**config.mk**
```make
export PLATFORM = sky130hd
export DESIGN_NAME = isbn13_hyphenated_validator_top
export DESIGN_NICKNAME = d
export VERILOG_FILES = /design/src/rtl/core/isbn13v_pkg.sv /design/src/rtl/core/isbn13v_accum.sv /design/src/rtl/core/isbn13_hyphenated_validator_top.sv
export SDC_FILE = /design/constraint.sdc
export NUM_CORES = 1
export LEC_CHECK = 0
export BUFFER_PORTS_ARGS = -buffer_cell sky130_fd_sc_hd__buf_2
export CAP_MARGIN = 40
export CORE_ASPECT_RATIO = 1.2
export CORE_UTILIZATION = 40
export CTS_CLUSTER_DIAMETER = 60
export CTS_CLUSTER_SIZE = 16
export DETAILED_ROUTE_END_ITERATION = 10
export PLACE_DENSITY = 0.54
export SLEW_MARGIN = 30
export SYNTH_ARGS = -nofsm -noshare
export SYNTH_HDL_FRONTEND = slang
export SYNTH_HIERARCHICAL = 1
export SYNTH_SLANG_ARGS = --single-unit
```
**constraint.sdc**
```tcl
create_clock -name clk -period 5.9 [get_ports clk]
set_input_delay 1.18 -clock clk [delete_from_list [all_inputs] [get_ports clk]]
set_output_delay 1.18 -clock clk [all_outputs]
set_load 0.005 [all_outputs]
```
**src/rtl/core/isbn13v_pkg.sv**
```systemverilog
// shared types, constants and helper functions of the isbn-13 validator
`default_nettype none
package isbn13v_pkg;

  localparam int unsigned CharW   = 8;
  localparam int unsigned PosW    = 5;
  localparam int unsigned HyphenW = 3;
  localparam int unsigned DigitW  = 4;
  localparam int unsigned SumW    = 4;

  localparam logic [PosW-1:0]    PosMax       = 5'd31;
  localparam logic [HyphenW-1:0] HyphenMax    = 3'd7;
  localparam logic [DigitW-1:0]  DigitMax     = 4'd15;
  localparam logic [PosW-1:0]    IsbnLen      = 5'd17;
  localparam logic [HyphenW-1:0] HyphensNeed  = 3'd4;
  localparam logic [PosW-1:0]    CheckPos     = 5'd16;
  localparam logic [PosW-1:0]    PrefixLen    = 5'd4;
  localparam logic [DigitW-1:0]  SummedDigits = 4'd12;

  localparam logic [CharW-1:0] ChZero    = 8'h30;
  localparam logic [CharW-1:0] ChSeven   = 8'h37;
  localparam logic [CharW-1:0] ChEight   = 8'h38;
  localparam logic [CharW-1:0] ChNine    = 8'h39;
  localparam logic [CharW-1:0] ChHyphen  = 8'h2d;
  localparam logic [CharW-1:0] ChSpace   = 8'h20;
  localparam logic [CharW-1:0] ChNewline = 8'h0a;

  typedef struct packed {
    logic             fire;
    logic [CharW-1:0] ch;
    logic             last;
  } step_t;

  typedef struct packed {
    logic emit;
    logic ok;
  } res_t;

  function automatic logic prefix_ok(input logic [1:0] pos, input logic [CharW-1:0] ch);
    logic r;
    unique case (pos)
      2'd0:    r = (ch == ChNine);
      2'd1:    r = (ch == ChSeven);
      2'd2:    r = (ch == ChEight) || (ch == ChNine);
      default: r = (ch == ChHyphen);
    endcase
    return r;
  endfunction

  // value is at most 36
  function automatic logic [SumW-1:0] mod10(input logic [5:0] v);
    logic [5:0] r;
    if (v >= 6'd30) begin
      r = v - 6'd30;
    end else if (v >= 6'd20) begin
      r = v - 6'd20;
    end else if (v >= 6'd10) begin
      r = v - 6'd10;
    end else begin
      r = v;
    end
    return r[SumW-1:0];
  endfunction

endpackage
`default_nettype wire

```
**src/rtl/core/isbn13v_accum.sv**
```systemverilog
// per-string state registers, next-state logic and verdict for one character
`default_nettype none
module isbn13v_accum (
  input  wire logic                 clk,
  input  wire logic                 rst_n,
  input  wire isbn13v_pkg::step_t   step,
  output isbn13v_pkg::res_t         res
);

  logic [isbn13v_pkg::PosW-1:0]    pos_r, pos_nxt;
  logic [isbn13v_pkg::HyphenW-1:0] hy_r, hy_nxt;
  logic [isbn13v_pkg::DigitW-1:0]  dc_r, dc_nxt, dc_inc;
  logic [isbn13v_pkg::SumW-1:0]    sum_r, sum_nxt, cd;
  logic                            bad_r, bad_nxt;
  logic [isbn13v_pkg::CharW-1:0]   chk_r, chk_nxt;
  logic                            is_digit, is_hyphen, is_blank;
  logic [3:0]                      d;
  logic [4:0]                      dw;

  always_comb begin
    is_digit  = (step.ch >= isbn13v_pkg::ChZero) && (step.ch <= isbn13v_pkg::ChNine);
    is_hyphen = (step.ch == isbn13v_pkg::ChHyphen);
    is_blank  = (step.ch == isbn13v_pkg::ChSpace) || (step.ch == isbn13v_pkg::ChNewline);
    d         = step.ch[3:0];

    hy_nxt = (is_hyphen && hy_r != isbn13v_pkg::HyphenMax) ? hy_r + 3'd1 : hy_r;
    dc_inc = (dc_r != isbn13v_pkg::DigitMax) ? dc_r + 4'd1 : dc_r;
    dc_nxt = is_digit ? dc_inc : dc_r;

    // weight 1 on odd digit counts, 3 on even ones
    dw = dc_inc[0] ? {1'b0, d} : ({1'b0, d} + {d, 1'b0});
    if (is_digit && dc_inc <= isbn13v_pkg::SummedDigits) begin
      sum_nxt = isbn13v_pkg::mod10({2'b00, sum_r} + {1'b0, dw});
    end else begin
      sum_nxt = sum_r;
    end

    bad_nxt = bad_r;
    if (!is_digit && !is_hyphen && !is_blank) begin
      bad_nxt = 1'b1;
    end
    if (pos_r < isbn13v_pkg::PrefixLen && !isbn13v_pkg::prefix_ok(pos_r[1:0], step.ch)) begin
      bad_nxt = 1'b1;
    end

    chk_nxt = (pos_r == isbn13v_pkg::CheckPos) ? step.ch : chk_r;
    pos_nxt = (pos_r != isbn13v_pkg::PosMax) ? pos_r + 5'd1 : pos_r;

    cd = (sum_nxt == 4'd0) ? 4'd0 : 4'd10 - sum_nxt;

    res.emit = step.fire && step.last;
    res.ok   = !bad_nxt
            && (pos_nxt == isbn13v_pkg::IsbnLen)
            && (hy_nxt == isbn13v_pkg::HyphensNeed)
            && (chk_nxt == isbn13v_pkg::ChZero + {4'd0, cd});
  end

  always_ff @(posedge clk) begin
    if (!rst_n) begin
      pos_r <= '0;
      hy_r  <= '0;
      dc_r  <= '0;
      sum_r <= '0;
      bad_r <= 1'b0;
      chk_r <= '0;
    end else if (step.fire) begin
      if (step.last) begin
        pos_r <= '0;
        hy_r  <= '0;
        dc_r  <= '0;
        sum_r <= '0;
        bad_r <= 1'b0;
        chk_r <= '0;
      end else begin
        pos_r <= pos_nxt;
        hy_r  <= hy_nxt;
        dc_r  <= dc_nxt;
        sum_r <= sum_nxt;
        bad_r <= bad_nxt;
        chk_r <= chk_nxt;
      end
    end
  end

endmodule
`default_nettype wire

```
**src/rtl/core/isbn13_hyphenated_validator_top.sv**
```systemverilog
// top level of the hyphenated isbn-13 validator: input register, accumulator, result register
// One character is taken per request, one per cycle sustained; the character flagged as last
// yields one result request carrying valid_res, presented on the output once the character
// has passed the input register and the accumulator into the result register, and every
// other character yields none. The accumulator update is combinational; a pending
// result stalls only a last character, and further input waits behind it.
`default_nettype none
module isbn13_hyphenated_validator_top (
  input  wire logic                          clk,
  input  wire logic                          rst_n,
  input  wire logic                          in_valid,
  output      logic                          in_ready,
  input  wire logic [isbn13v_pkg::CharW-1:0] in_character,
  input  wire logic                          in_is_last,
  output      logic                          out_valid,
  input  wire logic                          out_ready,
  output      logic                          out_valid_res
);

  logic                          s1_valid_r;
  logic [isbn13v_pkg::CharW-1:0] s1_ch_r;
  logic                          s1_last_r;
  logic                          advance;
  logic                          out_valid_r;
  logic                          out_res_r;
  isbn13v_pkg::step_t            step;
  isbn13v_pkg::res_t             res;

  assign advance  = s1_valid_r && (!s1_last_r || !out_valid_r || out_ready);
  assign in_ready = !s1_valid_r || advance;

  assign step.fire = advance;
  assign step.ch   = s1_ch_r;
  assign step.last = s1_last_r;

  isbn13v_accum u_accum (
    .clk   (clk),
    .rst_n (rst_n),
    .step  (step),
    .res   (res)
  );

  always_ff @(posedge clk) begin
    if (!rst_n) begin
      s1_valid_r <= 1'b0;
    end else if (in_ready) begin
      s1_valid_r <= in_valid;
    end
  end

  always_ff @(posedge clk) begin
    if (in_ready && in_valid) begin
      s1_ch_r   <= in_character;
      s1_last_r <= in_is_last;
    end
  end

  always_ff @(posedge clk) begin
    if (!rst_n) begin
      out_valid_r <= 1'b0;
    end else if (res.emit) begin
      out_valid_r <= 1'b1;
    end else if (out_ready) begin
      out_valid_r <= 1'b0;
    end
  end

  always_ff @(posedge clk) begin
    if (res.emit) begin
      out_res_r <= res.ok;
    end
  end

  assign out_valid     = out_valid_r;
  assign out_valid_res = out_res_r;

endmodule
`default_nettype wire

```
==> results of run 1 <==
routing by layer:
layer	up-vias	share of wire (%)	track usage, %
met1	1034	47	21.5
met3	6	2.6	2.90
met2	37	49	30.6
li1	1157	-	-
met4	0	1.4	5.30
met5	-	0	0
synth_stat cells (all sizes together) (4+ instances only):
cell type  count
a21oi         17
a22oi          9
a32oi          7
and2          12
clkbuf         9
dfxtp         27
edfxtp        10
ha            32
inv           22
mux2           4
mux2i          7
nand2         21
nand3         13
nor2          13
nor2b         17
nor3           8
o21ai         15
o22ai          5
xnor2          6
xor2           5
cell type report:
class / instances / area [um^2]
timing repair buffer: 18 / 95.1
clock buffer: 7 / 86.3
multi-input combinational: 241 / 1880
fill: 694 / 3730
inverter: 22 / 82.6
sequential: 37 / 841
tap: 87 / 109
clock inverter: 1 / 30.0
worst max-delay path, cell delays in order (launching register included):
cell	delay (ps)
dfxtp_1	520
ha_1	370
nand3_2	140
xor2_2	380
mux2_2	430
fa_1	450
xor2_2	320
ha_1	220
or3b_2	440
o211ai_1	430
a21oi_1	130
o21ai_0	210
a211oi_2	80
a221oi_4	280
xnor2_1	160
xnor2_1	140
o31a_1	260
nor4_2	240
power by group through the flow:
stage	Sequential, uW	Combinational, uW	Clock (uW)
3_5_place_dp	280	72.8	0
4_1_cts	274	73.3	240
2_1_floorplan	277	54.7	0
3_3_place_gp	280	72.9	0
5_1_grt	275	81.9	250
6_report	274	72.7	232
cell families after synthesis:
group           after synthesis
xor+xnor                     11
compound gates               81
fa+ha+maj                    34
simple gates                104
mux                          11
buf+inv                      33
flops                        37
sequential cells by signal (all words and copies together), names as in the netlist:
signal and flops:
u_accum/hy_r 3, s1_valid_r 1, s1_ch_r 8, u_accum/sum_r 4, u_accum/dc_r 4, out_valid 1
s1_last_r 1, u_accum/chk_r 8, out_valid_res 1, u_accum/pos_r 5, u_accum/bad_r 1
worst max path at each step:
| stage | to | slack [ps] | cells after the start | from |
|---|---|---|---|---|
| floorplan | out_valid_res | 1160 | 17 | u_accum/dc_r[1] |
| global placement | out_valid_res | 600 | 17 | u_accum/dc_r[0] |
| detailed placement | out_valid_res | 460 | 17 | u_accum/dc_r[0] |
| CTS | out_valid_res | 430 | 17 | u_accum/dc_r[0] |
| global route | out_valid_res | 140 | 17 | u_accum/dc_r[0] |
| finish | out_valid_res | 520 | 17 | u_accum/dc_r[0] |
metrics by stage:
step | setup WS (ps) | hold WS [ps] | instances | total power [uW]
2_1_floorplan | 1160 | 496 | 311 | 332
3_3_place_gp | 598 | 513 | 404 | 353
3_5_place_dp | 465 | 520 | 405 | 353
4_1_cts | 431 | 540 | 413 | 588
5_1_grt | 137 | 555 | 413 | 607
6_report | 517 | 531 | 413 | 579
==> results.txt, run 1 <==
status: completed
synthesized area: 2850 um^2
commonest non-fill, non-tap cells in the layout: 32 x ha_1, 27 x dfxtp_1, 22 x inv_1
complex-gate fraction of the synthesized area: 21.4%
initial antenna violation count: 0
Vias/cell: 5.41
reg2reg path depth: 17
Clk pwr share: 40.1%
Clock Path Buffers: 2
fin crit period: 5380 ps
Req. time, crit path: 6020 ps
Max-slew headroom: 51.5%
largest family of logic cells by synthesized area: compound AO/OA/AOI/OAI gates
switch share: 24.8%
post-synth cell types: 63
antenna fix cells: 0
I/O Pins: 16
synthesized flop and latch total: 37
Final Instance Area: 3120 um^2
Post-Synth XOR/XNOR Area: 3.65%
clock-pin transition on the worst setup and hold timing paths: 80 ps
Power Density: 185 nW/um^2
Final Skew: 9.02 ps
final worst-path cycle share: 91.2%
Post-Synth Adder-Cell Area: 15.5%
# Max-Cap Violations: 0
Rows: 33
CTS H-Tree Depth: 2
maximum vdd drop: 0.000199 V
top cell type's share of synthesized area: 19.0%
Initial Util: 41.5%
WL final: 6.05 mm
chip height: 94.4 um
Nets: 372
GRT Total Usage: 17.3%
Max Slew Vio Count: 0
Clock Sinks: 37
Hold Startpoint: s1_valid_r
full die area: 7460 um^2
synth top area cells: dfxtp_1 19%, ha_1 14%, edfxtp_1 11%
power share of the combinational group: 12.6%
Post-synth ARST share: 0%
Final Hold Fails: 0
DR vias: 2234
first-pass GRT wire length: 10.1 mm
commonest non-fill, non-tap cell in the layout: ha_1
Worst Setup End Kind: flip-flop
post-CTS sizing: 0
mux cell area share after synthesis: 4.18%
Final TNS setup: 0 ps
area grow syn2layout: 9.76%
area leader, netlist: dfxtp_1
RR Endpoint: out_valid_res
startpoint of the worst register-to-register path: u_accum/dc_r[0]
Synth Area in Simple Gates: 21.1%
Antenna Nets Post-Route: 0
DP Area: 3000 um^2
Worst Setup Start Kind: flip-flop
drt wl/cell: 14.7 um
dpl hpwl: 4.57 mm
CTS Hold Buffers Added: 0
vias in the first global route: 2119
sequential element share of the synthesized area: 29.5%
core area: 6850 um^2
final setup vio count: 0
CP Class: reg2reg
Slew @ Worst Pin: 725 ps
layout cells sized above 1: 15.0%
Sw Pwr: 144 uW
Worst R2R Setup Slack: 520 ps
worst skew pair latency: 290 ps
CTS tree: yes
Initial DRT Pass Iterations: 4
hold path depth: 2
Synthesized Nets: 358
Die Width: 79.0 um
maximum clock frequency: 0.186 GHz
Syn Area/Cell: 9.15 um^2
total gr overflow: 0
Pint: 435 uW
Min-Delay Path Class: reg2reg
hold endpoint: s1_valid_r
Setup Fix Bufs, Post-CTS: 0
Crit Path Max Fanout: 9
pin count of the biggest net entering global routing: 26
port bufs: 15
initial DRC count: 104
residual DRC count: 0
Worst EP arrival: 5510 ps
clock root buffer: clkbuf_8
cts bufs inserted: 5
Post-synth top flop: dfxtp_1
power share of the sequential group: 47.3%
EDFF count, synth: 10
Core Util, Final: 45.6%
yosys warns: 6
total leakage power: 0.00126 uW
RSZ-0062 raised after global routing: false
Post-Syn Instances: 311
gp weighted congestion: 0.862
Note: power is estimated with default switching activity, not from simulation.
==> inputs of run 2 (changes only) <==
- clock period: 5.9 -> 5.8 ns (I/O delays scaled with it)
==> results.txt, run 2 (synthesized netlist as in run 1, its figures left out) <==
Worst Setup Start Kind: flip-flop
Min-Delay Path Class: reg2reg
layout cells sized above 1: 15.0% (-0.046 points)
Setup Fix Bufs, Post-CTS: 0 (unchanged)
Rows: 33 (unchanged)
port bufs: 15 (unchanged)
cts bufs inserted: 5 (unchanged)
dpl hpwl: 4.58 mm (+0.30%)
post-CTS sizing: 0 (unchanged)
area grow syn2layout: 8.57%
Clock Path Buffers: 2 (unchanged)
antenna fix cells: 0 (unchanged)
chip height: 94.4 um (unchanged)
RSZ-0062 raised after global routing: false
worst skew pair latency: 290 ps (about the same)
core area: 6850 um^2 (unchanged)
Tot Pwr: 533 uW (-7.9%)
WL final: 6.15 mm (+1.7%)
Die Width: 79.0 um (unchanged)
Top Registers: s1_ch_r: 8 flops, u_accum/chk_r: 8 flops, u_accum/pos_r: 5 flops
Initial DRT Pass Iterations: 4 (unchanged)
status: completed
total leakage power: 0.00125 uW (-0.78%)
CTS tree: yes
final setup vio count: 0 (unchanged)
Req. time, crit path: 5930 ps (-90 ps)
CTS Hold Buffers Added: 0 (unchanged)
Vias/cell: 5.45 (+0.83%)
worst setup margin: 535 ps (+17.5 ps)
gp weighted congestion: 0.824 (-4.4%)
Power Density: 173 nW/um^2 (-6.9%)
GRT Total Usage: 17.4% (+0.071 points)
Final TNS setup: 0 ps (unchanged)
vias in the first global route: 2138 (+0.90%)
Slew @ Worst Pin: 649 ps (-75.8 ps)
maximum vdd drop: 0.000127 V (-36%)
initial DRC count: 114 (+9.6%)
Worst EP arrival: 5390 ps (-120 ps)
Final Skew: 6.24 ps (-2.78 ps)
Antenna Nets Post-Route: 0 (unchanged)
# Max-Cap Violations: 0 (unchanged)
Place WS: 562 ps (+97.0 ps)
Max-slew headroom: 56.6% (+5.1 points)
Crit Path Max Fanout: 9 (unchanged)
residual DRC count: 0 (unchanged)
fin crit period: 5270 ps (-118 ps)
maximum clock frequency: 0.190 GHz (+2.2%)
CTS H-Tree Depth: 2 (unchanged)
drt wl/cell: 14.9 um (+1.4%)
Initial Util: 41.5% (unchanged)
Clock Sinks: 37 (unchanged)
pin count of the biggest net entering global routing: 26 (unchanged)
clock-pin transition on the worst setup and hold timing paths: 80 ps (about the same)
clock root buffer: clkbuf_8
final worst-path cycle share: 90.8% (-0.45 points)
Final Hold Fails: 0 (unchanged)
Nets: 373 (+0.27%)
full die area: 7460 um^2 (unchanged)
commonest non-fill, non-tap cell in the layout: ha_1
DR vias: 2258 (+1.1%)
I/O Pins: 16 (unchanged)
first-pass GRT wire length: 10.1 mm (+0.49%)
Worst Setup End Kind: flip-flop
total gr overflow: 0 (unchanged)
Max Slew Vio Count: 0 (unchanged)
initial antenna violation count: 0 (unchanged)
CP Class: reg2reg
commonest non-fill, non-tap cells in the layout: 32 x ha_1, 27 x dfxtp_1, 22 x inv_1
run 2: cell types whose count changed in the layout (fill, tap and decap cells not counted), sizes merged:
cell	before	now
buf	18	19
bufinv	1	0
clkbuf	7	6
clkinv	0	2
run 2: path summary, 6_finish.rpt:
check,from,endpoint,slack (ps),cells after the start
hold reg to reg,s1_valid_r,s1_valid_r,530,2
hold / removal,s1_valid_r,s1_valid_r,530,2
setup / recovery,u_accum/dc_r[0],out_valid_res,530,17
setup reg to reg,u_accum/dc_r[0],out_valid_res,530,17
run 2: critical path, cell delays in order, from the launching register on:
cell and delay (ps):
dfxtp_1 520, ha_1 370, nand3_2 140, xor2_2 170
mux2_2 390, fa_1 430, xor2_1 450, ha_1 260
or3b_2 440, o211ai_1 410, a21oi_1 120, o21ai_0 230
a211oi_2 80, a221oi_4 280, xnor2_1 200, xnor2_1 110
o31a_1 260, nor4_2 230
run 2: cell type report:
class | count | area (um^2)
repair buffers | 19 | 103
well taps | 87 | 109
inverters | 22 | 82.6
multi-input cells | 241 | 1870
flip-flops and latches | 37 | 841
clock buffers | 6 | 72.6
clock inverters | 2 | 10.0
fillers | 703 | 3760
run 2: power by group:
| part | internal (uW) | leakage, uW | total, uW | switching [uW] |
|---|---|---|---|---|
| logic | 31.4 | 0.000890 | 74.5 | 43.1 |
| registers | 271 | 0.000317 | 279 | 7.71 |
| clock network | 83.4 | 0.0000450 | 180 | 96.5 |
run 2: metal layers:
layer | share of wire, % | vias to the layer above | global-route usage (%)
met5 | 0 | - | 0
li1 | - | 1158 | -
met1 | 47 | 1047 | 20.7
met3 | 2.2 | 8 | 2.03
met2 | 49 | 45 | 31.3
met4 | 1.5 | 0 | 7.58
run 2: stage by stage:
step,instances,hold WS (ps),utilization [%],instance area (um^2)
final,414,531,45.1,3090
after global routing,414,559,45.1,3090
after CTS,414,538,45.1,3090
after detailed placement,406,522,43.9,3010
after global placement,405,515,43.8,3000
after floorplan,311,496,-,2850
